**config.mk**
```make
export PLATFORM = sky130hd
export DESIGN_NAME = mrb_ctrl
export DESIGN_NICKNAME = d
export VERILOG_FILES = /design/src/mrb_pkg.sv /design/src/mrb_ctrl.sv
export SDC_FILE = /design/constraint.sdc
export NUM_CORES = 1
export LEC_CHECK = 0
export ABC_AREA = 1
export BUFFER_PORTS_ARGS = -buffer_cell sky130_fd_sc_hd__buf_4
export CORE_ASPECT_RATIO = 0.75
export CORE_MARGIN = 1.5
export CORE_UTILIZATION = 25
export CTS_CLUSTER_SIZE = 20
export DETAILED_ROUTE_END_ITERATION = 6
export GPL_TIMING_DRIVEN = 0
export PLACE_DENSITY_LB_ADDON = 0.1
export SETUP_SLACK_MARGIN = 0.15
export SLEW_MARGIN = 20
export SYNTH_ARGS = -nofsm -noshare
export SYNTH_HDL_FRONTEND = slang
export SYNTH_SLANG_ARGS = --single-unit
```
**constraint.sdc**
```tcl
create_clock -name clk -period 1.3 [get_ports clk]
set_clock_uncertainty 0.15 [all_clocks]
set_input_delay 0.065 -clock clk [delete_from_list [all_inputs] [get_ports clk]]
set_output_delay 0.065 -clock clk [all_outputs]
set_load 0.02 [all_outputs]
```
**src/mrb_pkg.sv**
```systemverilog
`timescale 1ns / 1ps

package mrb_pkg;

    localparam int SAMPLE_W   = 24;
    localparam int COEF_W     = 32;
    localparam int HIST_W     = 32;
    localparam int INDEX_W    = 6;
    localparam int MAX_MODES  = 64;
    localparam int PROD_W     = 2 * COEF_W;
    localparam int ACC_W      = PROD_W + 2;
    localparam int FRAC_SHIFT = 29;
    localparam int COEF_SET_W = 3 * COEF_W;

    localparam logic signed [ACC_W-1:0] HALF_LSB = ACC_W'(64'sd268435456);

    typedef enum logic [2:0] {
        S_IDLE,
        S_FETCH,
        S_P1,
        S_P2,
        S_P3,
        S_ACC,
        S_WB,
        S_DONE
    } state_t;

    typedef enum logic [1:0] {
        OP_PREV1,
        OP_PREV2,
        OP_DRIVE
    } op_sel_t;

    typedef struct packed {
        logic    sample_ld;
        logic    rd_en;
        op_sel_t op_sel;
        logic    mul_en;
        logic    acc_load;
        logic    acc_add;
        logic    acc_round;
        logic    hist_we;
        logic    out_load;
    } dp_ctrl_t;

endpackage

```
**src/mrb_ctrl.sv**
```systemverilog
`timescale 1ns / 1ps

module mrb_ctrl #(
    parameter int DEPTH = 64,
    parameter int IDX_W = 6
) (
    input  logic                clk,
    input  logic                rst_n,
    input  logic                in_valid,
    input  logic                in_mode,
    input  logic                out_ready,
    output logic                in_ready,
    output logic                out_valid,
    output logic [IDX_W-1:0]    addr,
    output mrb_pkg::dp_ctrl_t   dp
);

    mrb_pkg::state_t  state_reg;
    mrb_pkg::state_t  state_next;
    logic [IDX_W-1:0] mode_cnt_reg;
    logic [IDX_W-1:0] mode_cnt_next;
    logic             out_valid_reg;
    logic             out_valid_next;
    logic             last_mode;
    logic             sample_accept;
    logic             out_free;

    assign last_mode     = (mode_cnt_reg == IDX_W'(DEPTH - 1));
    assign sample_accept = in_valid && !in_mode && (state_reg == mrb_pkg::S_IDLE);
    assign out_free      = !out_valid_reg || out_ready;

    always_comb
    begin
        state_next = state_reg;
        case (state_reg)
            mrb_pkg::S_IDLE:
            begin
                if (sample_accept)
                begin
                    state_next = mrb_pkg::S_FETCH;
                end
            end
            mrb_pkg::S_FETCH: state_next = mrb_pkg::S_P1;
            mrb_pkg::S_P1:    state_next = mrb_pkg::S_P2;
            mrb_pkg::S_P2:    state_next = mrb_pkg::S_P3;
            mrb_pkg::S_P3:    state_next = mrb_pkg::S_ACC;
            mrb_pkg::S_ACC:   state_next = mrb_pkg::S_WB;
            mrb_pkg::S_WB:
            begin
                state_next = last_mode ? mrb_pkg::S_DONE : mrb_pkg::S_FETCH;
            end
            mrb_pkg::S_DONE:
            begin
                if (out_free)
                begin
                    state_next = mrb_pkg::S_IDLE;
                end
            end
            default: state_next = mrb_pkg::S_IDLE;
        endcase
    end

    always_comb
    begin
        dp            = '0;
        dp.op_sel     = mrb_pkg::OP_PREV1;
        in_ready      = 1'b0;
        mode_cnt_next = mode_cnt_reg;
        case (state_reg)
            mrb_pkg::S_IDLE:
            begin
                in_ready = 1'b1;
                if (sample_accept)
                begin
                    dp.sample_ld  = 1'b1;
                    mode_cnt_next = '0;
                end
            end
            mrb_pkg::S_FETCH:
            begin
                dp.rd_en = 1'b1;
            end
            mrb_pkg::S_P1:
            begin
                dp.mul_en = 1'b1;
                dp.op_sel = mrb_pkg::OP_PREV1;
            end
            mrb_pkg::S_P2:
            begin
                dp.mul_en   = 1'b1;
                dp.op_sel   = mrb_pkg::OP_PREV2;
                dp.acc_load = 1'b1;
            end
            mrb_pkg::S_P3:
            begin
                dp.mul_en  = 1'b1;
                dp.op_sel  = mrb_pkg::OP_DRIVE;
                dp.acc_add = 1'b1;
            end
            mrb_pkg::S_ACC:
            begin
                dp.acc_add   = 1'b1;
                dp.acc_round = 1'b1;
            end
            mrb_pkg::S_WB:
            begin
                dp.hist_we = 1'b1;
                if (!last_mode)
                begin
                    mode_cnt_next = mode_cnt_reg + 1'b1;
                end
            end
            mrb_pkg::S_DONE:
            begin
                dp.out_load = out_free;
            end
            default:
            begin
                in_ready = 1'b0;
            end
        endcase
    end

    always_comb
    begin
        if (dp.out_load)
        begin
            out_valid_next = 1'b1;
        end
        else if (out_ready)
        begin
            out_valid_next = 1'b0;
        end
        else
        begin
            out_valid_next = out_valid_reg;
        end
    end

    always_ff @(posedge clk or negedge rst_n)
    begin
        if (!rst_n)
        begin
            state_reg     <= mrb_pkg::S_IDLE;
            mode_cnt_reg  <= '0;
            out_valid_reg <= 1'b0;
        end
        else
        begin
            state_reg     <= state_next;
            mode_cnt_reg  <= mode_cnt_next;
            out_valid_reg <= out_valid_next;
        end
    end

    assign addr      = mode_cnt_reg;
    assign out_valid = out_valid_reg;

endmodule

```
-- Yosys cells after proc, flatten, opt, wreduce, memory -nomap -nowiden
Index checks and enable logic that the tools add are counted.
- register bits after elaboration: 10
- memories: 0
- memory bits (read-only): 0
- output and inout port bits: 18
- bits in latches: 0
- bits in writable memories: 0
- input bits: 5
- $lt $le $gt $ge: 0
- reductions and logical operators: 11
- multipliers: 0
- equality and inequality tests: 11
- $add $sub $neg: 1
- mux-type cells: 19
- bitwise gates (word level): 0
- divide/modulo/power cells: 0
- shift operators: 0
- operators by type and width (kind ; count):
    3-bit case mux with 8 select lines ; 1
    3-bit == test (second input constant) ; 4
    6-bit 2-to-1 mux ; 2
    6-bit case mux with 2 select lines ; 1
    1-bit 2-to-1 mux ; 11
    3-bit 2-to-1 mux ; 3
    3-bit case mux with 3 select lines ; 1
    6-bit by 1-bit adder with 6-bit output (second input constant) ; 1
    3-bit by 2-bit == test with 1-bit output (second input constant) ; 2
    6-bit == test (second input constant) ; 1
    2-bit inequality test (second input constant) ; 3
    2-bit nonzero test ; 2
    3-bit by 1-bit == test with 1-bit output (second input constant) ; 1
    3-bit zero test ; 1
    3-bit AND reduction ; 1
    1-bit logical AND ; 2
    1-bit zero test ; 2
    2-bit AND reduction ; 1
    2-bit OR reduction ; 1
    1-bit logical OR ; 1

-- Logic depth before layout (Yosys ltp)
- word-level depth: 5
- gate-level depth with buffers: 8

-- Worst setup path after synthesis
Ideal clock, no wire load.
- kind: flip-flop to output port
- start point: register state_reg[2]
- end point: output port dp[6] (netlist name)
- data required time: 1.085 ns
- setup slack: -0.280 ns
- cell stages (with the launch flop): 4
- data arrival time: 1.365 ns
- path buffers: 2
- cells stage by stage: dfrtp_1 > buf_4 > nor3_1 > buf_4
- RTL lines (what ; line ; text):
    start, declared ; mrb_ctrl.sv:18 ; mrb_pkg::state_t state_reg;
    start signal, assigned ; mrb_ctrl.sv:144 ; state_reg <= mrb_pkg::S_IDLE;
    start signal, assigned ; mrb_ctrl.sv:150 ; state_reg <= state_next;
    end, declared ; mrb_ctrl.sv:15 ; output mrb_pkg::dp_ctrl_t dp

==> summary.txt <==
Clock tree
  – CTS root buf: clkbuf_4
  – CTS Buf Count: 3
  – Worst-skew pair later-pin latency: 280 ps
  – H-tree levels: 1
  – TritonCTS clock tree: yes
  – Num Clock Sinks: 10
  – Clock Path Buffers: 2
  – Clock slew at reported path FFs: 80 ps

Place
  – Post-Place Cell Area: 924.6 µm²
  – DP Worst Slack: -152.5 ps
  – Final HPWL DP: 1267 µm
  – GP Congestion: 0.6990
  – PortBufs: 22
  – Inst Count DP: 152

STA
  – Min Clock Period, post-route: 1519 ps
  – Final Hold Fails: 0
  – Max Freq: 0.6584 GHz
  – Final worst setup slack: -218.8 ps
  – Relative slew margins: 87.81%
  – Final Cycle Share: 116.8%
  – Final setup TNS: -1996 ps
  – Hold WS: 14.62 ps
  – Setup violators final: 17
  – Final Slew Violations: 0
  – RSZ-0062 raised after global routing: yes
  – Worst-margin pin slew: 182.2 ps

Cells and area
  – Final Non-Filler Cells: 167
  – Core Util, Final: 47.29%
  – Area of the multi-input gates: 404.1 µm²
  – Fin area: 1136 µm²
  – Commonest non-fill, non-tap cell in the layout: nand2_1
  – Final nets: 140
  – Layout area overhead: 72.30%
  – Flip-flop count of the largest register after layout: 6
  – Ant diodes: 0
  – Filler instances: 260
  – Storage cell area: 256.5 µm²
  – Layout cell share with drive strength beyond 1: 49.62%
  – Most frequent cells in the layout: 28 x nand2_1, 24 x buf_4, 10 x buf_6, 10 x inv_1, 8 x nand3_1

Synth
  – Cell count after synthesis: 96
  – Synth unique cells: 18
  – Post-synthesis register bit count: 10
  – Syn Nets: 102
  – Area of the mapped netlist: 659.4 µm²
  – Register area share after synthesis: 37.95%
  – Top post-synthesis cells by area: dfrtp_1 38%, nand2_1 17%, nand3_1 6.8%
  – Leading area contributor after synthesis: dfrtp_1
  – Area fraction of the dominant cell type after synthesis: 37.95%
  – Synthesized area per cell: 6.869 µm²
  – Synth warn: 0

Power
  – Tot Pwr: 2.701 mW
  – P_sw: 1.233 mW
  – Pint: 1.468 mW
  – Flop pwr share: 22.1%
  – Net Sw Frac: 45.64%
  – VDD IR max: 888.3 µV
  – PD cells: 2377 nW/µm²
  – Leakage: 0.5881 nW
  – Comb pwr share: 66.7%
  – Clock share of power: 11.2%

Routing
  – Drt drc: 0
  – 1st-iter DRT viols: 26
  – First drt pass iteration count: 4
  – Vias per cell: 4.281
  – Remaining antenna violation count: 0
  – Via count: 715
  – Wire per inst: 10.84 µm
  – Wirelength, routed: 1811 µm

Flow run
  – Max-cap violations: 0

Floorplanning
  – Core ar.: 2402 µm²
  – Starting density of the core: 27.45%
  – Die ar.: 2958 µm²
  – Die height: 47.48 µm
  – Die Wd: 62.30 µm
  – Rows: 15
  – Boundary Pins: 23

GRT
  – Vias in the first global route: 586
  – Antenna violations before repair: 0
  – Global-route wire length before repair: 2725 µm
  – Pin count of the biggest net entering global routing: 11
  – GRT overflow: 0
  – Gr usage total: 12.67%

Critical path
  – Startpoint Class: register
  – Worst Setup End Kind: output port
  – Largest fanout on the critical path: 8
  – CP arrival: 1300 ps
  – Crit Path Category: reg2out
  – CP required: 1090 ps

Outcome
  – Violated checks: negative setup slack
  – Outcome: finished with violations

Hold path
  – Worst min-delay path category: in2async
==> metal layers <==
metal	wire length [µm]	vias to the layer above	global-route usage, %	part of all wire, %
li1	-	378	-	-
met1	944	321	18.29	52
met2	767	16	18.26	42
met3	99	0	4.706	5.5
met4	0	0	2.667	0
met5	0	-	0	0
==> power by group through the flow <==
stage | logic [mW] | registers (mW) | clock network, mW
2_1_floorplan | 0.840 | 0.678 | 0
6_report | 1.80 | 0.598 | 0.302
4_1_cts | 1.72 | 0.589 | 0.309
3_5_place_dp | 1.37 | 0.616 | 0
5_1_grt | 1.95 | 0.614 | 0.323
3_3_place_gp | 1.35 | 0.612 | 0
==> critical path, stage by stage (launching register included) <==
cell        delay [ps]
dfrtp_1            380
buf_6              140
clkinvlp_4         100
buf_4              120
nand2_4             40
nor2_1             100
buf_4              150
==> timing repair <==
action | CTS | global route
setup endpoints to repair | 21 | 23
hold buffers | 2 | 0
gates resized for setup | 16 | 8
pin swaps | 3 | 2
setup buffers | 7 | 2
endpoints found under the hold margin | 12 | 0
==> path summary, 6_finish.rpt <==
check	startpoint	endpoint	slack (ps)	cells after the start
setup / recovery	state_reg[1]$_DFFE_PN0P_	dp[2]	-220	6
hold / removal	rst_n	addr[0]$_DFFE_PN0P_	10	2
setup reg to reg	state_reg[0]$_DFFE_PN0P_	addr[5]$_DFFE_PN0P_	-50	6
hold reg to reg	out_valid$_DFFE_PN0P_	out_valid$_DFFE_PN0P_	420	2
max in group asynchronous	rst_n	addr[1]$_DFFE_PN0P_	820	2
min in group clk	in_valid	state_reg[0]$_DFFE_PN0P_	40	5
==> layout make-up <==
class / count / area share (%)
Clock buffer: 4 / 3.194
Sequential cell: 10 / 22.58
Inverter: 14 / 5.617
Buffer: 4 / 3.304
Timing Repair Buffer: 33 / 25.99
Tap cell: 34 / 3.744
Multi-Input combinational cell: 68 / 35.57
==> synth_stat cells (all sizes together) <==
cell	count
or2	1
o21bai	2
nand2	32
nand4	5
nand3	10
dfrtp	10
buf	4
nor2	13
ha	1
nor3	2
inv	14
o21ai	2
==> kinds of logic after synthesis <==
logic type,after synthesis,synth area share (%)
simple gates,63,42.69
flops,10,37.95
compound gates,4,4.363
buf+inv,18,13.09
fa+ha+maj,1,1.897
(Power assumes the default switching activity.)
