===== config.mk =====
export PLATFORM = sky130hd
export DESIGN_NAME = mrb_mac
export DESIGN_NICKNAME = d
export VERILOG_FILES = /design/src/mrb_pkg.sv /design/src/mrb_mac.sv
export SDC_FILE = /design/constraint.sdc
export NUM_CORES = 2
export LEC_CHECK = 0
export ABC_AREA = 1
export BUFFER_PORTS_ARGS = -buffer_cell sky130_fd_sc_hd__buf_2
export CORE_ASPECT_RATIO = 0.5
export CORE_MARGIN = 2
export CORE_UTILIZATION = 60
export CTS_CLUSTER_SIZE = 40
export DETAILED_ROUTE_END_ITERATION = 8
export PLACE_DENSITY = 0.79
export SYNTH_ARGS = -nofsm -noshare
export SYNTH_HDL_FRONTEND = slang
export SYNTH_SLANG_ARGS = --single-unit

===== constraint.sdc =====
create_clock -name clk -period 11.65 [get_ports clk]
set_input_delay 1.7475 -clock clk [delete_from_list [all_inputs] [get_ports clk]]
set_output_delay 1.7475 -clock clk [all_outputs]
set_load 0.05 [all_outputs]

===== src/mrb_pkg.sv =====
`timescale 1ns / 1ps

package mrb_pkg;

    localparam int SAMPLE_W   = 24;
    localparam int COEF_W     = 32;
    localparam int HIST_W     = 32;
    localparam int INDEX_W    = 6;
    localparam int MAX_MODES  = 64;
    localparam int PROD_W     = 2 * COEF_W;
    localparam int ACC_W      = PROD_W + 2;
    localparam int FRAC_SHIFT = 29;
    localparam int COEF_SET_W = 3 * COEF_W;

    localparam logic signed [ACC_W-1:0] HALF_LSB = ACC_W'(64'sd268435456);

    typedef enum logic [2:0] {
        S_IDLE,
        S_FETCH,
        S_P1,
        S_P2,
        S_P3,
        S_ACC,
        S_WB,
        S_DONE
    } state_t;

    typedef enum logic [1:0] {
        OP_PREV1,
        OP_PREV2,
        OP_DRIVE
    } op_sel_t;

    typedef struct packed {
        logic    sample_ld;
        logic    rd_en;
        op_sel_t op_sel;
        logic    mul_en;
        logic    acc_load;
        logic    acc_add;
        logic    acc_round;
        logic    hist_we;
        logic    out_load;
    } dp_ctrl_t;

endpackage


===== src/mrb_mac.sv =====
`timescale 1ns / 1ps

module mrb_mac #(
    parameter int TOT_W = 39
) (
    input  logic                                  clk,
    input  mrb_pkg::dp_ctrl_t                     dp,
    input  logic signed [mrb_pkg::SAMPLE_W-1:0]   sample,
    input  logic signed [mrb_pkg::COEF_W-1:0]     c1,
    input  logic signed [mrb_pkg::COEF_W-1:0]     c2,
    input  logic signed [mrb_pkg::COEF_W-1:0]     c3,
    input  logic signed [mrb_pkg::HIST_W-1:0]     h1,
    input  logic signed [mrb_pkg::HIST_W-1:0]     h2,
    output logic signed [mrb_pkg::HIST_W-1:0]     new_val,
    output logic signed [mrb_pkg::HIST_W-1:0]     out_sample
);

    localparam int ACC_W = mrb_pkg::ACC_W;
    localparam int TOP_B = mrb_pkg::FRAC_SHIFT + mrb_pkg::HIST_W - 1;

    logic signed [mrb_pkg::SAMPLE_W-1:0] sample_reg;
    logic signed [mrb_pkg::COEF_W-1:0]   op_a;
    logic signed [mrb_pkg::COEF_W-1:0]   op_b;
    logic signed [mrb_pkg::PROD_W-1:0]   prod_reg;
    logic signed [mrb_pkg::PROD_W-1:0]   prod_next;
    logic signed [ACC_W-1:0]             acc_reg;
    logic signed [ACC_W-1:0]             acc_next;
    logic signed [TOT_W-1:0]             total_reg;
    logic signed [TOT_W-1:0]             total_next;
    logic signed [mrb_pkg::HIST_W-1:0]   out_sample_reg;
    logic signed [mrb_pkg::HIST_W-1:0]   out_sat;
    logic                                acc_fits;
    logic                                total_fits;

    always_comb
    begin
        case (dp.op_sel)
            mrb_pkg::OP_PREV1:
            begin
                op_a = c1;
                op_b = h1;
            end
            mrb_pkg::OP_PREV2:
            begin
                op_a = c2;
                op_b = h2;
            end
            mrb_pkg::OP_DRIVE:
            begin
                op_a = c3;
                op_b = mrb_pkg::COEF_W'(sample_reg);
            end
            default:
            begin
                op_a = '0;
                op_b = '0;
            end
        endcase
        prod_next = op_a * op_b;
    end

    always_comb
    begin
        acc_next = acc_reg;
        if (dp.acc_load)
        begin
            acc_next = ACC_W'(prod_reg);
        end
        else if (dp.acc_add)
        begin
            acc_next = acc_reg + ACC_W'(prod_reg)
                     + (dp.acc_round ? mrb_pkg::HALF_LSB : ACC_W'(0));
        end
    end

    // The rounded value is acc_reg shifted down by FRAC_SHIFT, or saturated.
    assign acc_fits = (&acc_reg[ACC_W-1:TOP_B]) || !(|acc_reg[ACC_W-1:TOP_B]);

    always_comb
    begin
        if (acc_fits)
        begin
            new_val = acc_reg[TOP_B:mrb_pkg::FRAC_SHIFT];
        end
        else
        begin
            new_val = acc_reg[ACC_W-1] ? 32'sh8000_0000 : 32'sh7fff_ffff;
        end
    end

    assign total_fits = (&total_reg[TOT_W-1:mrb_pkg::HIST_W-1])
                     || !(|total_reg[TOT_W-1:mrb_pkg::HIST_W-1]);

    always_comb
    begin
        if (total_fits)
        begin
            out_sat = total_reg[mrb_pkg::HIST_W-1:0];
        end
        else
        begin
            out_sat = total_reg[TOT_W-1] ? 32'sh8000_0000 : 32'sh7fff_ffff;
        end
    end

    always_comb
    begin
        total_next = total_reg;
        if (dp.sample_ld)
        begin
            total_next = '0;
        end
        else if (dp.hist_we)
        begin
            total_next = total_reg + TOT_W'(new_val);
        end
    end

    always_ff @(posedge clk)
    begin
        if (dp.sample_ld)
        begin
            sample_reg <= sample;
        end
        if (dp.mul_en)
        begin
            prod_reg <= prod_next;
        end
        if (dp.out_load)
        begin
            out_sample_reg <= out_sat;
        end
        acc_reg   <= acc_next;
        total_reg <= total_next;
    end

    assign out_sample = out_sample_reg;

endmodule


Word-level counts from Yosys, hierarchy flattened
Cells that the tools add are included.
{ "word_totals": {"register_bits": 225, "mem_count": 0, "in_bits": 195, "rom_bits": 0, "latchBits": 0, "elab_cells": 30, "mem_bits_rw": 0, "output_inout_bits": 64} }
{ "classes": {"muxes": 9, "n_mul": 1, "bitwise": 0, "n_eq_ne": 2, "n_addsub": 3, "div_mod_pow": 0, "magnitude_cmp": 0, "reduce_logical": 10, "shift": 0} }
{ "op_table": {"columns": ["cell", "count"], "rows": [
  ["32-bit case mux with 3 select lines", 2],
  ["66-bit 2-to-1 mux", 2],
  ["32-bit 2-to-1 mux", 4],
  ["66-bit by 30-bit adder with 66-bit output", 1],
  ["66-bit by 64-bit adder with 66-bit output", 1],
  ["32-bit by 32-bit multiplier with 64-bit output", 1],
  ["39-bit by 32-bit adder with 39-bit output", 1],
  ["29-bit 2-to-1 mux", 1],
  ["8-bit AND reduction", 1],
  ["8-bit OR reduction", 1],
  ["6-bit AND reduction", 1],
  ["6-bit OR reduction", 1],
  ["2-bit by 1-bit equality test with 1-bit output, second input constant", 1],
  ["2-bit equality test, second input constant", 1],
  ["1-bit zero test", 2],
  ["2-bit zero test", 1],
  ["1-bit logical OR", 2],
  ["2-bit nonzero test", 1]
]} }

Logic depth before layout (Yosys ltp)
{ "depth": {"word_depth": 5, "mapped_depth": 39, "depth_no_buf": 38} }

Least setup slack after synthesis
Ideal clock, no wire load.
{ "synth_timing": {"path_kind": "input to register", "startpoint": "input port dp[7] in the netlist's numbering", "endpoint": "register prod_reg[51] in the netlist's numbering, data pin", "setup_ns": 0.253, "stages": 34, "arrival_time_ns": 8.948, "t_required_ns": 11.397, "slack_ns": 2.450, "path_buffers": 3, "path_cell_list": "inv_1 > nor2_2 > buf_4 > buf_4 > nand2_1 > nand3_1 > buf_2 > nand2_1 > inv_1 > fa_1 > inv_1 > fa_1 > inv_1 > fa_1 > fa_1 > inv_1 > fa_1 > inv_1 > fa_1 > inv_1 > fa_1 > inv_1 > fa_1 > ha_1 > nand2_1 > nor2_1 > inv_1 > nor2_2 > inv_1 > nor2_1 > nand3_1 > or2_1 > nand4_1 > nand2_1"} }
{ "synth_between": {"elab_chain_cells": 3, "word_cells_on_any_way": 6, "cone_classes": "mul: 1; eq/ne: 2; mux: 2; reduce/logical: 1"} }
{ "synth_lines": {"columns": ["item", "line_no", "source"], "rows": [
  ["from (decl)", "mrb_mac.sv:7", "input mrb_pkg::dp_ctrl_t dp,"],
  ["2-bit equality test, or another cell as far along", "mrb_mac.sv:37", "case (dp.op_sel)"],
  ["32-bit case mux with 3 select lines", "mrb_mac.sv:37", null],
  ["32-bit by 32-bit multiplier with 64-bit output (*)", "mrb_mac.sv:59", "prod_next = op_a * op_b;"],
  ["via prod_next, one bit", "mrb_mac.sv:25", "logic signed [mrb_pkg::PROD_W-1:0] prod_next;"],
  ["to (signal assigned)", "mrb_mac.sv:127", "prod_reg <= prod_next;"],
  ["to (decl)", "mrb_mac.sv:24", "logic signed [mrb_pkg::PROD_W-1:0] prod_reg;"]
]} }
The timed path passes the listed nets; every way through them passes the cells marked *.
A chain may end at the register's enable or synchronous reset.

Final worst setup path
{ "layout_timing": {"startpoint": "input port dp[7] in the netlist's numbering", "endpoint": "register prod_reg[54] in the netlist's numbering, data pin"} }
Same word-level chain as after synthesis.

==> results.cfg <==
[yosys]
synth_top_cell_area_share_pct = 38.1
synth_mux_area_share_pct = 0
yosysWarnings = 0
synth-xor-area-share_pct = 1.23
synth_area_per_cell_sq_um = 7.56
yosysMostFrequentCell = nand2_1
synth_area_sq_mm = 0.0570
synth-adder-area-share_pct = 45.8
synth_area_leader_cell = fa_1
synth_compound_area_share_pct = 4.88
synth_edf_count = 186
synth_top_family_by_area = adder cells
ys_top_cells_by_count = nand2_1, inv_1, fa_1
synth-simple-area-share_pct = 21.4
synth_nets = 9172
synth-seq-cells = 225
synth_ff_type = edfxtp_1
ys_top_cells_by_area = fa_1, nand2_1, inv_1
synth.distinct_cells = 52
async_reset_ff_share_pct = 0
ys_seq_area_share_pct = 11.2
syn_inst = 7542

[cts]
clock-root-buffer = clkbuf_16
clkTransAtPathRegs_ps = 60
clkLatencyLatePin_ps = 670
cts_hold_buf = 0
cts_resized = 0
h-tree-depth = 1
clock-sinks = 225
cts_setup_buffers = 0
clock_path_buffers = 3
cts_tree = done
cts_made_buffers = 26

[setup_path]
crit_top_cell = inv_1
worst-path-buf-inv = 12
cp.depth = 32
worst-setup-path-type = in2reg
crit_required_ps = 12020
cp_top_family = adder cells
r2r_cells = 27
cp_slowest_stage_delay_ps = 1020
critPathMaxFanout = 23
critPathArrivalTime_ps = 10770
endpoint_kind = flip-flop
crit_slowest_cell = fa_1
critPathLaunchType = primary input

[sta]
drv_slew = 0
post-route-min-period_ps = 10400
worstMarginPinSlew_ps = 1380
fin_tns_setup_ps = 0
fin_ws_ps = 1250
rsz0062_at_grt = false
max_clock_freq_mhz = 96.1
hold_violations = 0
period_share_pct = 89.3
slew-limit-headroom_pct = 7.91
setup_violations = 0
finClkSkew_ps = 43.4

[placement]
pre_cts_ws_ps = 767
dp_hpwl_um = 139000
port_buffers = 257
gp_congestion = 1.05

[route]
met1_length_um = 67500
dr_total_vias = 48333
wl_per_cell_um = 18.4
wl_um = 165000
wl_met2_um = 71300
drtIter0Drc = 4397
routed.top_layer = met4
drc = 0
route.met3.wl_um = 19900
ant_nets = 0
drt_first_pass_iters = 8
drt-vias-per-instance = 5.40

[final_layout]
drive_gt1_share_pct = 6.53
multi_input_area_sq_mm = 0.0418
area_delta_synth_final_pct = 5.88
largest_reg_flops = 66
fillers = 8196
seqCellArea_sq_mm = 0.00637
fin_nets = 9310

[global_route]
overflow = 0
grt_max_degree = 78
antenna_found_initial = 2
grt_pass1_wl_um = 267000
grt_use_total_pct = 34.9
first_global_vias = 50024

[die]
dieArea_sq_mm = 0.0976
die-height_um = 222
start_util_pct = 60.9
rows = 79
ios = 259
die_x_um = 440
core-area_sq_mm = 0.0935

[run]
cap_violations = 0

[outcome]
status = completed

[worst_hold_path]
hold_class = reg2reg
whs_path_depth = 2
metrics by stage:
stage | cell area (sq um) | util (%) | std cells | hold slack (ps)
after global routing | 60300 | 64.5 | 8955 | 545
after CTS | 60300 | 64.5 | 8955 | 508
after detailed placement | 59400 | 63.6 | 8907 | 494
final | 60300 | 64.5 | 8956 | 501
after global placement | 59400 | 63.6 | 8907 | 499
after floorplan | 57000 | - | 7542 | 453
worst min-delay path: cells and delay by family, from the launching register on:
family	cells	cell delay, ps
buffers and inverters	1	80
DFF	1	310
AOI/OAI and AO/OA	1	70
placed cells by master, fill, tap and decap left out, types with 5 or more instances in the layout:
cell and n:
a21boi_0 5, a21o_1 12, a21oi_1 236, a221o_1 8, buf_2 257, buf_4 98
clkbuf_16 26, clkinv_4 6, dfxtp_1 39, edfxtp_1 186, fa_1 1085, ha_1 350
inv_1 2008, inv_2 12, nand2_1 2230, nand2_2 22, nand3_1 260, nand3_2 9
nand3b_1 11, nand4_1 34, nor2_1 366, nor2_2 10, nor2_4 6, nor3_1 30
nor3_2 6, nor4_1 11, o211ai_1 5, o21ai_0 169, o21ai_1 8, o21bai_1 38
or2_1 6, or2_2 21, xnor2_1 23, xor2_1 57
kinds of logic (layout without fill, tap and decap cells):
kind of cell / after synthesis / in the layout
other cells: 0 / 1
xor+xnor: 80 / 80
fa+ha+maj: 1435 / 1435
compound gates: 504 / 504
simple gates: 3029 / 3029
flops: 225 / 225
buf+inv: 2269 / 2427
layout make-up:
type                    instances  share of cell area (%)
clock buffers                  28                    1.11
diodes                          1                 0.00415
clock inverters                20                   0.394
multi-input cells            5048                    69.3
well taps                    1255                    2.60
flip-flops and latches        225                    10.6
inverters                    2020                    12.6
repair buffers                359                    3.48
routing by layer:
| metal | vias up | track usage (%) |
|---|---|---|
| met5 | - | 0 |
| met4 | 0 | 12.1 |
| met3 | 387 | 8.99 |
| met2 | 2469 | 53.8 |
| met1 | 23243 | 48.1 |
| li1 | 22234 | - |
final timing paths:
kind                                     from      endpoint  slack [ps]
worst max-delay path                    dp[7]  prod_reg[54]        1250
worst min-delay path             total_reg[0]  total_reg[0]         500
worst max register to register  sample_reg[2]  prod_reg[54]        3000
worst min register to register   total_reg[0]  total_reg[0]         500
Power is not shown: default switching activity piles up to over one toggle a cycle in this logic, so the estimate is an artifact.
